`config.mk`:
```
export PLATFORM = sky130hd
export DESIGN_NAME = nbrs_cordic
export DESIGN_NICKNAME = d
export VERILOG_FILES = /design/src/hdl/nbrs_pkg.sv /design/src/hdl/nbrs_cordic.sv
export SDC_FILE = /design/constraint.sdc
export NUM_CORES = 1
export LEC_CHECK = 0
export CORE_MARGIN = 5
export CORE_UTILIZATION = 30
export CTS_BUF_LIST = sky130_fd_sc_hd__clkbuf_8 sky130_fd_sc_hd__clkbuf_16
export CTS_CLUSTER_DIAMETER = 120
export DETAILED_ROUTE_END_ITERATION = 6
export DONT_BUFFER_PORTS = 1
export GPL_TIMING_DRIVEN = 0
export HOLD_SLACK_MARGIN = 0.02
export MAX_ROUTING_LAYER = met4
export SETUP_SLACK_MARGIN = 0.4
export SYNTH_ARGS = -nofsm -noshare
export SYNTH_HDL_FRONTEND = slang
export SYNTH_SLANG_ARGS = --single-unit
```
`constraint.sdc`:
```
create_clock -name clk -period 9.4 [get_ports clk]
set_clock_uncertainty 0.1 [all_clocks]
set_input_delay 1.88 -clock clk [delete_from_list [all_inputs] [get_ports clk]]
set_output_delay 1.88 -clock clk [all_outputs]
set_load 0.01 [all_outputs]
```
`src/hdl/nbrs_pkg.sv`:
```
// Shared types, constants and helpers for the radar sweep beacon search.
package nbrs_pkg;

  localparam int BEACONS    = 256;
  localparam int IDX_W      = 8;
  localparam int ANGLE_BITS = 16;
  localparam int CNT_W      = 9;
  localparam int ITER_W     = 5;
  localparam logic signed [39:0] CORDIC_K = 40'sd652032874;

  typedef enum logic [2:0] {
    REG_OFF_X   = 3'd0,
    REG_OFF_Y   = 3'd1,
    REG_SWEEP   = 3'd2,
    REG_MAXRNG  = 3'd3,
    REG_BCOUNT  = 3'd4
  } cfg_reg_t;

  typedef enum logic [1:0] {
    CORDIC_ROT = 2'd0,
    CORDIC_VEC = 2'd1
  } cordic_mode_t;

  // Arctangent table in 32-bit binary angle units.
  function automatic logic [31:0] atan_lut(input logic [ITER_W-1:0] k);
    logic [31:0] v;
    case (k)
      5'd0:  v = 32'd536870912;
      5'd1:  v = 32'd316933406;
      5'd2:  v = 32'd167458907;
      5'd3:  v = 32'd85004756;
      5'd4:  v = 32'd42667331;
      5'd5:  v = 32'd21354465;
      5'd6:  v = 32'd10679838;
      5'd7:  v = 32'd5340245;
      5'd8:  v = 32'd2670163;
      5'd9:  v = 32'd1335087;
      5'd10: v = 32'd667544;
      5'd11: v = 32'd333772;
      5'd12: v = 32'd166886;
      5'd13: v = 32'd83443;
      5'd14: v = 32'd41722;
      5'd15: v = 32'd20861;
      5'd16: v = 32'd10430;
      5'd17: v = 32'd5215;
      5'd18: v = 32'd2608;
      5'd19: v = 32'd1304;
      5'd20: v = 32'd652;
      5'd21: v = 32'd326;
      5'd22: v = 32'd163;
      5'd23: v = 32'd81;
      5'd24: v = 32'd41;
      5'd25: v = 32'd20;
      5'd26: v = 32'd10;
      5'd27: v = 32'd5;
      5'd28: v = 32'd3;
      5'd29: v = 32'd1;
      5'd30: v = 32'd1;
      default: v = 32'd0;
    endcase
    return v;
  endfunction

  typedef enum logic [4:0] {
    ST_IDLE,
    ST_POSE1,  ST_POSE1_W, ST_POSE1_M,
    ST_POSE2,  ST_POSE2_W, ST_POSE2_M,
    ST_AIM_M,
    ST_AIM1,   ST_AIM1_W,
    ST_AIM2,   ST_AIM2_W,
    ST_RD,     ST_DIFF,    ST_MUL,     ST_SQRT,   ST_CMP,
    ST_ATAN,   ST_ATAN_W,
    ST_FIN,    ST_FIN_W,   ST_FIN_M,   ST_FIN_S,
    ST_OUT
  } state_t;

endpackage

```
`src/hdl/nbrs_cordic.sv`:
```
// Iterative CORDIC: rotation mode gives cos/sin in Q1.30, vectoring gives atan2.
module nbrs_cordic
  import nbrs_pkg::*;
(
  input  logic                clk,
  input  logic                rst_n,
  input  logic                start,
  input  cordic_mode_t        mode,
  input  logic [31:0]         angle,
  input  logic signed [39:0]  vec_x,
  input  logic signed [39:0]  vec_y,
  output logic                done,
  output logic signed [39:0]  cos_o,
  output logic signed [39:0]  sin_o,
  output logic [31:0]         ang_o
);

  logic signed [39:0] x_r, y_r, x_nxt, y_nxt;
  logic [31:0]        z_r, z_nxt;
  logic [ITER_W-1:0]  k_r, k_nxt;
  logic               busy_r, busy_nxt, flip_r, flip_nxt, mode_r, mode_nxt;
  logic               done_r, done_nxt;
  logic signed [39:0] sx, sy;
  logic [31:0]        a_adj;

  always_comb begin
    x_nxt = x_r; y_nxt = y_r; z_nxt = z_r; k_nxt = k_r;
    busy_nxt = busy_r; flip_nxt = flip_r; mode_nxt = mode_r; done_nxt = 1'b0;
    sx = x_r >>> k_r;
    sy = y_r >>> k_r;
    a_adj = angle;
    if (start) begin
      busy_nxt = 1'b1;
      k_nxt    = '0;
      mode_nxt = (mode == CORDIC_VEC);
      if (mode == CORDIC_VEC) begin
        flip_nxt = 1'b0;
        if (vec_x < 0) begin
          x_nxt = -vec_x; y_nxt = -vec_y; z_nxt = 32'h8000_0000;
        end else begin
          x_nxt = vec_x; y_nxt = vec_y; z_nxt = '0;
        end
        // zero vector gives angle zero
        if (vec_x == 0 && vec_y == 0) begin
          busy_nxt = 1'b0; done_nxt = 1'b1; z_nxt = '0;
        end
      end else begin
        flip_nxt = (angle[31:30] == 2'b01) || (angle[31:30] == 2'b10);
        if (flip_nxt) begin
          a_adj = angle + 32'h8000_0000;
        end
        x_nxt = CORDIC_K; y_nxt = '0; z_nxt = a_adj;
      end
    end else if (busy_r) begin
      if (mode_r) begin
        if (y_r > 0) begin
          x_nxt = x_r + sy; y_nxt = y_r - sx; z_nxt = z_r + atan_lut(k_r);
        end else begin
          x_nxt = x_r - sy; y_nxt = y_r + sx; z_nxt = z_r - atan_lut(k_r);
        end
      end else begin
        if (!z_r[31]) begin
          x_nxt = x_r - sy; y_nxt = y_r + sx; z_nxt = z_r - atan_lut(k_r);
        end else begin
          x_nxt = x_r + sy; y_nxt = y_r - sx; z_nxt = z_r + atan_lut(k_r);
        end
      end
      k_nxt = k_r + 1'b1;
      if (k_r == ITER_W'(ANGLE_BITS - 1)) begin
        busy_nxt = 1'b0;
        done_nxt = 1'b1;
        if (!mode_r && flip_r) begin
          x_nxt = -x_nxt; y_nxt = -y_nxt;
        end
      end
    end
  end

  always_ff @(posedge clk) begin
    if (!rst_n) begin
      busy_r <= 1'b0;
      done_r <= 1'b0;
    end else begin
      busy_r <= busy_nxt;
      done_r <= done_nxt;
    end
    x_r <= x_nxt; y_r <= y_nxt; z_r <= z_nxt; k_r <= k_nxt;
    flip_r <= flip_nxt; mode_r <= mode_nxt;
  end

  assign done  = done_r;
  assign cos_o = x_r;
  assign sin_o = y_r;
  assign ang_o = z_r;

  a_done_idle: assert property (@(posedge clk) disable iff (!rst_n)
    done_r |-> !busy_r) else $error("cordic done while busy");
  a_start_idle: assert property (@(posedge clk) disable iff (!rst_n)
    busy_r |-> !start) else $error("cordic restarted while busy");
  a_iter_bound: assert property (@(posedge clk) disable iff (!rst_n)
    busy_r |-> k_r < ITER_W'(ANGLE_BITS)) else $error("cordic iteration overrun");

endmodule

```
==> impl_metrics.csv <==
group,metric,value,unit
clocking,cts_tree,"yes",
timing,rsz0062_at_grt,"false",
global_routing,grt_use_total,28.1,%
worst_setup_path,r2r_start,"sin_o[4]",
timing,finalHoldViolCount,0,
synth,syn_nets,4007,
timing,worstMarginPinSlew,1.59,ns
synth,synth.distinct_cells,94,
floorplan,core-area,89600,µm²
synth,yosys.area.top_type,"edfxtp_1",
worst_setup_path,end_kind,"flip-flop",
worst_setup_path,start_kind,"flip-flop",
worst_setup_path,cpPeakStageDelay,0.84,ns
timing,post-route-period-util,95.0,%
global_routing,grt_max_degree,57,
global_routing,grt_pass1_wl,194000,µm
synth,synthFlopType,"edfxtp_1",
placed_design,dpl_worst_slack,-0.247,ns
worst_setup_path,slowest_stage,"o41a_1",
worst_setup_path,regToRegSetupSlack,0.47,ns
timing,fin_crit,8.93,ns
run,cap_violations,2,
synth,synthTopCellsByArea,"edfxtp_1 13%, ha_1 11%, a21oi_1 5.4%, o21ai_0 5.2%, xnor2_1 4.8%",
clocking,clock-root-buffer,"clkbuf_16",
worst_setup_path,worstRegToRegCells,22,
clocking,cts_buffers,17,
timing,setup_viol,0,
synth,ys_top_cells_by_count,"329 x nor2_1, 311 x nand2_1, 293 x a21oi_1, 278 x o21ai_0, 259 x inv_1",
worst_setup_path,crit_buf_inv,7,
floorplan,die_area,96000,µm²
worst_setup_path,critPathKind,"flip-flop to flip-flop",
timing,slew-limit-headroom,-5.99,%
min_path,whs_endpoint,"ang_o[0]",
power_and_ir_drop,vdd_drop_max,0.141,mV
clocking,clock_sinks,151,
run_status,run_status,"finished with violations",
power_and_ir_drop,power.density,465,nW/µm²
synth,syn-cell-area,27000,µm²
placed_design,dpl.hpwl,109000,µm
timing,setup_slack,0.473,ns
synth,synth_edf_count,114,
cells_and_area,fin_area,29200,µm²
worst_setup_path,cp_common_cell,"buf_4",
run_status,violations,"max-capacitance violations, max-slew violations",
global_routing,grt_pass1_vias,27777,
cells_and_area,postLayoutCoreUtil,32.6,%
timing,drv_slew,23,
clocking,clock_latency,0.52,ns
global_routing,grt_antenna_before_repair,4,
routing,ant_nets,0,
routing,totalWireLength,137000,µm
global_routing,grt-ovfl-total,0,
routing,drt_iter0_drc,3356,
synth,syn_area_per_cell,7.41,µm²
min_path,whs_path_depth,2,
placed_design,place_area,28500,µm²
worst_setup_path,crit_start,"sin_o[4]",
min_path,hp-class,"flip-flop to flip-flop",
power_and_ir_drop,power.leakage,11.6,nW
synth,synth_seq_cells,151,
cells_and_area,syn2layout_area_growth,8.20,%
floorplan,die_w,310,µm
clocking,htreeDepth,4,
worst_setup_path,critical_path.top_delay_family,"simple AND/OR/NAND/NOR gates",
routing,routedWlPerCell,28.3,µm
placed_design,io_buffers,0,
synth,yosysMostFrequentCell,"nor2_1",
synth,synthCells,3641,
worst_setup_path,crit_required,9.52,ns
worst_setup_path,path_cells,"nor4_2, nand4_1, o41a_1, a21oi_4, buf_6, buf_4, buf_4, buf_4, buf_2, buf_4, buf_2, nand2_1, o21ai_0, ha_1, o21ai_0, nand4b_1, nor4_2, nand4_1, nor4_4, a21oi_1, xnor2_1, o22ai_1",
floorplan,die_height,310,µm
cells_and_area,final_nets,4032,
clocking,clk_pin_slew,0.08,ns
synth,async_flop_share,0,%
routing,dr.pass1.iters,5,
synth,yosys_warnings,0,
floorplan,initial_core_util,30.1,%
synth,synth_top_area_share,12.7,%
routing,viasPerCell,6.10,
worst_setup_path,worst_r2r_endpoint,"cos_o[36]",
floorplan,ios,230,
timing,max_freq,112,MHz
routing,drc,0,
timing,setup_tns,0,ns
worst_setup_path,cp_data_arrival_time,9.04,ns
routing,vias,29600,
floorplan,num_rows,110,
synth,yosysSeqAreaShare,15.4,%
clocking,cts_buffer_depth,2,
worst_setup_path,path_max_fanout,10,
power_and_ir_drop,p_total,13.6,mW
placed_design,gp_congestion,1.05,
cells_and_area,layout-drive-gt1-share,5.71,%
## worst max path at each step
stage,to,slack [ns],cells past startpoint
after floorplan,cos_o[24],2.78,24
after global placement,cos_o[32],-0.97,22
after detailed placement,cos_o[32],-0.25,22
after CTS,cos_o[32],0.42,25
after global routing,cos_o[36],0.43,22
final,cos_o[36],0.47,22
## logic make-up (layout without fill, tap and decap cells)
| kind of cell | count (synthesis) | count (layout) | share of synthesized area (%) |
|---|---|---|---|
| DFF | 151 | 151 | 15.4 |
| buffers and inverters | 492 | 530 | 6.97 |
| adders and majority gates | 249 | 249 | 11.7 |
| muxes | 191 | 191 | 9.19 |
| xor gates and xnor gates | 260 | 260 | 8.44 |
| and+or+nand+nor | 1110 | 1110 | 19.9 |
| other | 0 | 1 | 0 |
| AOI/OAI and AO/OA | 1188 | 1188 | 28.4 |
## through the flow
stage,hold WS [ns],std cells
2_1_floorplan,0.545,3641
3_3_place_gp,0.627,4817
3_5_place_dp,0.627,4822
4_1_cts,0.643,4855
5_1_grt,0.659,4856
6_report,0.634,4856
## layout by cell type (no fill, tap or decap), types with 112 or more instances in the layout
| cell type | instances |
|---|---|
| ha_1 | 243 |
| a21oi_1 | 293 |
| xnor2_1 | 148 |
| edfxtp_1 | 114 |
| clkbuf_1 | 170 |
| o21ai_0 | 278 |
| nor2_1 | 328 |
| inv_1 | 260 |
| nand2_1 | 311 |
| xor2_1 | 112 |
## power breakdown
| group | total (mW) | leakage [nW] | switching (mW) | internal (mW) |
|---|---|---|---|---|
| clock | 0.759 | 0.294 | 0.383 | 0.377 |
| sequential | 1.97 | 1.47 | 0.858 | 1.11 |
| combinational | 10.8 | 9.86 | 6.87 | 3.96 |
| total | 13.6 | 11.6 | 8.11 | 5.45 |
## tightest hold or removal path, delay by kind of cell (launching register included)
kind,cells,cell delay [ns]
AOI/OAI and AO/OA,1,0.06
DFF,1,0.38
adders and majority gates,1,0.14
## layer usage
layer  part of all wire [%]  routed length, µm  global-route usage (%)
met4                    7.1               9690                    15.4
met1                     40              55100                    34.3
met5                      0                  0                       -
met3                    8.7              11900                    5.73
met2                     44              60500                    43.6
## repair_timing
action	4_1_cts	5_1_grt
hold buffers	0	0
gates resized for setup	4	20
pin swaps	1	0
buffers inserted	1	0
cloned	0	0
endpoints found under the setup margin	15	31
## cell type report
cell class / instances / area [µm²]
Inverter: 263 / 987
Clock buffer: 17 / 425
Antenna cell: 1 / 2.50
Multi-Input combinational cell: 2998 / 21000
Fill cell: 9793 / 60400
Timing Repair Buffer: 6 / 87.6
Tap cell: 1176 / 1470
Sequential cell: 151 / 4160
Buffer: 229 / 912
Clock inverter: 15 / 163
No activity file was read; power rests on OpenSTA's default activity.
