## config.mk

```make
export PLATFORM = sky130hd
export DESIGN_NAME = nbrs_isqrt
export DESIGN_NICKNAME = d
export VERILOG_FILES = /design/src/hdl/nbrs_isqrt.sv
export SDC_FILE = /design/constraint.sdc
export NUM_CORES = 1
export LEC_CHECK = 0
export ABC_AREA = 1
export BUFFER_PORTS_ARGS = -buffer_cell sky130_fd_sc_hd__buf_2
export CELL_PAD_IN_SITES_DETAIL_PLACEMENT = 0
export CELL_PAD_IN_SITES_GLOBAL_PLACEMENT = 1
export CORE_MARGIN = 2
export CORE_UTILIZATION = 42
export CTS_BUF_LIST = sky130_fd_sc_hd__clkbuf_4 sky130_fd_sc_hd__clkbuf_8 sky130_fd_sc_hd__clkbuf_16
export DETAILED_ROUTE_END_ITERATION = 10
export PLACE_DENSITY_LB_ADDON = 0.1
export SLEW_MARGIN = 20
export SYNTH_ARGS = -nofsm -noshare
export SYNTH_HDL_FRONTEND = slang
export SYNTH_SLANG_ARGS = --single-unit
export TNS_END_PERCENT = 1
```

## constraint.sdc

```tcl
create_clock -name clk -period 7.3 [get_ports clk]
set_clock_uncertainty 0.2 [all_clocks]
set_input_delay 0.73 -clock clk [delete_from_list [all_inputs] [get_ports clk]]
set_output_delay 0.73 -clock clk [all_outputs]
set_load 0.1 [all_outputs]
```

## src/hdl/nbrs_isqrt.sv

```systemverilog
// Bit-serial integer square root of a 64-bit value, two radicand bits per cycle.
module nbrs_isqrt (
  input  logic        clk,
  input  logic        rst_n,
  input  logic        start,
  input  logic [63:0] rad,
  output logic        done,
  output logic [31:0] root
);

  logic [63:0] n_r, n_nxt, res_r, res_nxt, bit_r, bit_nxt;
  logic        busy_r, busy_nxt, done_r, done_nxt;
  logic [63:0] trial;

  always_comb begin
    n_nxt = n_r; res_nxt = res_r; bit_nxt = bit_r;
    busy_nxt = busy_r; done_nxt = 1'b0;
    trial = res_r + bit_r;
    if (start) begin
      n_nxt = rad; res_nxt = '0; bit_nxt = 64'h4000_0000_0000_0000;
      busy_nxt = 1'b1;
    end else if (busy_r) begin
      if (n_r >= trial) begin
        n_nxt = n_r - trial;
        res_nxt = (res_r >> 1) + bit_r;
      end else begin
        res_nxt = res_r >> 1;
      end
      bit_nxt = bit_r >> 2;
      if (bit_r[0]) begin
        busy_nxt = 1'b0;
        done_nxt = 1'b1;
      end
    end
  end

  always_ff @(posedge clk) begin
    if (!rst_n) begin
      busy_r <= 1'b0;
      done_r <= 1'b0;
    end else begin
      busy_r <= busy_nxt;
      done_r <= done_nxt;
    end
    n_r <= n_nxt; res_r <= res_nxt; bit_r <= bit_nxt;
  end

  assign done = done_r;
  assign root = res_r[31:0];

endmodule

```

==> results.cfg, run 1 <==
[sta]
finalSetupTns_ps = 0
finalCritPeriodShare = 0.808
grt_setup_unrepaired = no
hold_violations = 0
worstMarginPinSlew_ps = 987
worst_slew_margin_rel = 0.342
setup_violations = 0
fin_crit_ps = 5900
slew_violations = 0
max_freq_mhz = 170

[clock_tree]
clkTransAtPathRegs_ps = 80
htree_levels = 4
cts_setup_buffers = 0
numCtsBuffers = 17
cts-root-buf = clkbuf_16
ctsResizeCount = 0
cts_buffer_depth = 2
clk_latency_ps = 510
clkSinkCount = 162
hold_buffers = 0
cts_tree = yes

[worst_hold_path]
whs_path_depth = 3
hold_end = busy_r
min_from = rst_n
hp-class = in2reg

[grt]
grt_usage = 0.337
grt-ovfl-total = 0
antenna_found_initial = 0
grt_pass1_wl_um = 126000
grt_max_degree = 68
first_global_vias = 22200

[routing]
detail_route.drc_violations = 0
viasPerCell = 5.45
drt_pass1_iterations = 7
drt_wl_total_um = 83500
wl_per_cell_um = 19.8
vias = 23000
ant_nets = 0
drt-initial-drc-count = 2008

[finish]
drive_gt1_frac = 0.0533
fillerInstances = 5370
final_common_cell = nand2_1
nNetsFinal = 3787
layout.cells.non_filler = 4216
final_cell_mix = nand2_1 (1203), inv_1 (502), nor2_1 (443)
antennaDiodeCount = 0
synthToLayoutAreaGrowth_pct = 6.59

[synth]
yosys_warnings = 0
synthArstFlopShare = 0
yosys-top-cells-area = nand2_1 (22%), dfxtp_1 (9.8%), edfxtp_1 (9.6%)
synth_cell_types = 46
synth_ff_type = dfxtp_1
synth_nets = 3773
synth_cells = 3575
syn-cell-area_um2 = 20100
ys_ff_latch = 162
synth.largest_area_cell = nand2_1
synth_edf_count = 64
synth_top_area_frac = 0.225
ys_seq_area_frac = 0.193
avgSynthCellArea_um2 = 5.62

[critical_path]
r2r_end = n_r[0]
critPathCaptureType = flop
crit_path_start = res_r[12]
worstPathMaxFanout = 64
r2r_start = res_r[12]
crit_arrival_ps = 5820
rr_worst_depth = 20
critical_path_class = reg2reg
cp_data_required_time_ps = 7230
startpoint_type = flop
r2r_slack_ps = 1400

[status]
status = finished, final reports clean

[floorplanning]
initial_utilization = 0.424
io_pins = 100
num_rows = 80
die_area_um2 = 49600
core-area_um2 = 47400
die_w_um = 223
die_h_um = 223

[pwr]
p_leak_nw = 9.90
ir_drop_mv = 0.269
powerDensity_nw_per_um2 = 383

[placement]
place.gp.congestion = 1.06
io_buffers = 99
dp_hpwl_um = 67500
place_inst = 4185

[flow_run]
maxCapViolCount = 0
-- metrics by stage --
step	total power, mW	cell area [um2]	setup WS [ps]	hold WS, ps	utilization
global route	8.86	21400	924	243	0.451
detailed placement	7.10	20800	1570	292	0.439
floorplan	5.60	20100	2170	263	-
global placement	7.06	20800	1680	299	0.439
finish	8.20	21400	1400	247	0.451
CTS	8.12	21400	1550	212	0.451
-- sequential cells by signal (all words and copies together), names as in the netlist --
register / flops
busy_r: 1
bit_r: 32
done: 1
res_r: 64
n_r: 64
-- per-layer routing --
layer | up-vias | part of all wire | global-route usage
met1 | 10500 | 0.43 | 0.430
met2 | 887 | 0.45 | 0.555
met5 | - | 0 | 0
li1 | 11400 | - | -
met3 | 206 | 0.056 | 0.0333
met4 | 0 | 0.061 | 0.191
-- kinds of logic after synthesis --
| logic type | Yosys count | share of synthesized area |
|---|---|---|
| AND/OR/NAND/NOR | 2086 | 0.426 |
| flip-flops | 162 | 0.193 |
| XOR/XNOR | 101 | 0.0440 |
| buffers and inverters | 624 | 0.127 |
| AO/OA/AOI/OAI | 471 | 0.127 |
| adder cells (fa/ha/maj) | 131 | 0.0819 |
-- worst max-delay path by stage --
stage | end | slack (ps)
6_report | n_r[0] | 1400
4_1_cts | n_r[4] | 1550
3_5_place_dp | n_r[10] | 1570
2_1_floorplan | n_r[0] | 2170
3_3_place_gp | n_r[5] | 1680
5_1_grt | n_r[0] | 920
-- report_power, final --
part / internal, mW / switching (mW) / leakage (nW)
logic: 1.74 / 3.82 / 8.16
registers: 1.30 / 0.356 / 1.44
clock network: 0.513 / 0.479 / 0.294
-- area by class of cell --
class                      instances  area [um2]  share of cell area
clock buffer                      17         425              0.0199
tap                              615         769              0.0359
timing repair buffer             113         616              0.0287
sequential                       162        3880               0.181
multi-input combinational       2789       13700               0.638
clock inverter                    14         163             0.00759
inverter                         506        1900              0.0887
-- synthesized netlist by cell type, drive strengths merged (3+ instances only) --
master  instances
a21o           13
nor4            6
dfxtp          98
nor3           36
nor2          454
o21a            4
a31oi          13
clkbuf         43
a21oi         229
edfxtp         64
o21ai         169
a211oi          7
or2            14
o21bai         22
ha            130
o211ai          6
buf            75
and2            3
nand3         296
nand4          33
xor2           48
xnor2          53
nand2        1211
inv           505
nand3b         32
-- critical path: stages (launching register included) --
cell	delay (ps)
dfxtp_1	600
ha_1	300
nand2_1	100
o21ai_0	310
nand2_1	140
o211ai_1	540
nand2_1	150
nand2_1	200
nand3_1	180
nand3_1	130
nand2_1	100
ha_1	400
nand2_1	130
nor2_1	280
nand2_1	160
nor2_1	220
a21oi_4	90
nand2_2	120
nand2_2	230
nand2_2	130
buf_4	680
No activity file was read; power rests on OpenSTA's default activity.
==> run 2, diff against run 1 <==
--- a/config.mk
+++ b/config.mk
@@ -5,7 +5,7 @@
 export SDC_FILE = /design/constraint.sdc
 export NUM_CORES = 1
 export LEC_CHECK = 0
-export ABC_AREA = 1
+export ABC_AREA = 0
 export BUFFER_PORTS_ARGS = -buffer_cell sky130_fd_sc_hd__buf_2
 export CELL_PAD_IN_SITES_DETAIL_PLACEMENT = 0
 export CELL_PAD_IN_SITES_GLOBAL_PLACEMENT = 1
==> constraint.sdc (replaced) <==
create_clock -name clk -period 5.6 [get_ports clk]
set_clock_uncertainty 0.2 [all_clocks]
set_input_delay 0.56 -clock clk [delete_from_list [all_inputs] [get_ports clk]]
set_output_delay 0.56 -clock clk [all_outputs]
set_load 0.1 [all_outputs]
==> run 2 against run 1 <==
Compared with the run above:
- hold slack got worse by 120 ps
- worst setup slack got worse by 1300 ps
- critical path depth rose by 6
- clock power rose by 29%
- design area fell by 13%
- non-clock buffer count rose by 151
- total power rose by 0.22%
- die area fell by 23%
- critical endpoint unchanged
- final cell count fell by 37%
- combinational power fell by 7.4%
- largest cell class unchanged
==> results.cfg, run 2 <==
[status]
status = finished, final reports clean

[floorplanning]
die_h_um = 196
die_area_um2 = 38400
io_pins = 100
core-area_um2 = 36400
num_rows = 70
die_w_um = 196
initial_utilization = 0.425

[critical_path]
critical-path-slowest-cell = a221o_1
r2r_slack_ps = 100
cp_slowest_stage_delay_ps = 380
worstPathMaxFanout = 7
startpoint_type = flop
cp.depth = 26
crit_top_cell = buf_6
rr_worst_depth = 26
critical_path_class = reg2reg
cp.buffers_inverters = 5
crit_path_start = bit_r[0]
critPathCaptureType = flop
r2r_end = n_r[0]
cp_data_required_time_ps = 5580
crit_arrival_ps = 5470
r2r_start = bit_r[0]
cpLargestDelayFamily = compound AO/OA/AOI/OAI gates

[synth]
syn-cell-area_um2 = 15500
synth_nets = 2206
yosysMostFrequentCell = nand2_1
avgSynthCellArea_um2 = 7.72
synth_commonest_cells = nand2_1 (241), nor2_1 (204), o21ai_0 (172), a21oi_1 (134), ha_1 (130)
ys_ff_latch = 162
synth_top_area_frac = 0.127
yosys_warnings = 0
synthArstFlopShare = 0
synth_ff_type = dfxtp_1
yosys-top-cells-area = dfxtp_1 (13%), edfxtp_1 (12%), ha_1 (10%)
ys_seq_area_frac = 0.251
synth_cell_types = 73
synth_cells = 2008
synth.largest_area_cell = dfxtp_1
synth_edf_count = 64

[finish]
nNetsFinal = 2355
synthToLayoutAreaGrowth_pct = 20.5
final_common_cell = nand2_1
final_cell_mix = nand2_1 (238), nor2_1 (200), o21ai_0 (164)
drive_gt1_frac = 0.190
antennaDiodeCount = 0
top_regs = n_r (64), res_r (64), bit_r (32)
final_util = 0.512

[grt]
grt_pass1_wl_um = 80800
grt-ovfl-total = 0
grt_usage = 0.266
antenna_found_initial = 0
grt_max_degree = 188
first_global_vias = 14300

[worst_hold_path]
hold_end = busy_r
hp-class = in2reg
whs_path_depth = 2
min_from = rst_n

[sta]
grt_setup_unrepaired = yes
finalCritPeriodShare = 0.982
hold_violations = 0
worst_slew_margin_rel = 0.293
fin_crit_ps = 5500
setup_violations = 0
max_freq_mhz = 182
worstMarginPinSlew_ps = 1060
fin_ws_ps = 103
slew_violations = 0

[clock_tree]
htree_levels = 4
clk_latency_ps = 460
numCtsBuffers = 17
cts-root-buf = clkbuf_16
cts_buffer_depth = 2
clkTransAtPathRegs_ps = 70
clkSinkCount = 162
cts_tree = yes

[routing]
vias = 15700
wl_per_cell_um = 20.1
drt-initial-drc-count = 1470
drt_wl_total_um = 53100
drt_pass1_iterations = 7
ant_nets = 0
detail_route.drc_violations = 0
viasPerCell = 5.94

[placement]
dp_hpwl_um = 39500
place.gp.congestion = 0.909
io_buffers = 99
dp_slack_ps = -122

[pwr]
powerDensity_nw_per_um2 = 440
power.total_mw = 8.22
p_leak_nw = 7.37
ir_drop_mv = 0.253

[flow_run]
maxCapViolCount = 0
==> run 2: changes by cell type after synthesis, sizes merged, moves of 36 or more <==
| cell | change |
|---|---|
| inv | -455 |
| a21oi | -95 |
| nand2 | -970 |
| mux2i | +46 |
| clkbuf | +36 |
| nand3 | -261 |
| nor2 | -249 |
| a31oi | +49 |
==> run 2: worst max-delay path by stage <==
| stage | end | slack (ps) |
|---|---|---|
| final | n_r[0] | 100 |
| after global routing | n_r[0] | -80 |
| after CTS | res_r[8] | 9 |
| after detailed placement | res_r[8] | -120 |
| after global placement | res_r[8] | -170 |
| after floorplan | n_r[0] | -180 |
==> run 2: per-stage QoR <==
| step | setup TNS (ps) | std cells | hold WS, ps | cell area, um2 |
|---|---|---|---|---|
| finish | 0 | 2638 | 124 | 18700 |
| global route | -4790 | 2638 | 106 | 18700 |
| CTS | 0 | 2606 | 107 | 17800 |
| detailed placement | -467 | 2574 | 312 | 17200 |
| global placement | -321 | 2574 | 309 | 17200 |
| floorplan | -11730 | 2008 | 280 | 15700 |
==> run 2: kinds of logic after synthesis <==
| kind of cell | count (synthesis) | share of synthesized area |
|---|---|---|
| fa+ha+maj | 131 | 0.106 |
| compound gates | 665 | 0.274 |
| mux | 54 | 0.0355 |
| simple gates | 666 | 0.197 |
| buf+inv | 184 | 0.0538 |
| xor+xnor | 146 | 0.0825 |
| flops | 162 | 0.251 |
==> run 2: where the power goes <==
group	internal [mW]	switching [mW]
logic	2.05	3.08
clock network	0.710	0.565
registers	1.59	0.212
==> run 2: routing by layer <==
metal | vias to the layer above | wire [um] | track usage | share of wire
li1 | 7726 | - | - | -
met1 | 7404 | 27600 | 0.425 | 0.52
met2 | 497 | 21700 | 0.374 | 0.41
met3 | 36 | 3070 | 0.0401 | 0.058
met4 | 0 | 639 | 0.0508 | 0.012
met5 | - | 0 | 0 | 0
==> run 2: repair_timing <==
item                                   in CTS  in global routing
buffers inserted                            0                 24
setup endpoints to repair                  13                142
hold buffers                                0                  0
resized for setup                           3                 84
endpoints found under the hold margin       0                  0
pin swaps                                   0                 40
cloned                                      0                  9
==> run 2: area by class of cell <==
type	instances	area, um2
Sequential cell	162	3900
Timing Repair Buffer	264	2010
Multi-Input combinational cell	1662	11400
Inverter	50	188
Clock inverter	12	144
Fill cell	3531	17800
Tap cell	468	586
Clock buffer	20	472
==> run 2: worst reg2reg max path, cell delays in order, from the launching register on <==
cell and delay [ps]:
dfxtp_2 340, ha_4 170, ha_4 160, a21o_1 170, a31oi_2 220, o21ai_2 110, a221o_1 380, a21oi_4 220
o21ai_4 110, a211oi_2 310, o21ai_1 90, nand2_1 120, xor2_2 110, ha_1 340, buf_6 150, nand2_4 60
nor2_4 110, nand4_1 190, nor2_2 200, nand3_2 150, nor4_4 370, buf_6 150, nor2_4 60, buf_6 140
o21ai_4 210, clkbuf_16 240, clkbuf_16 160
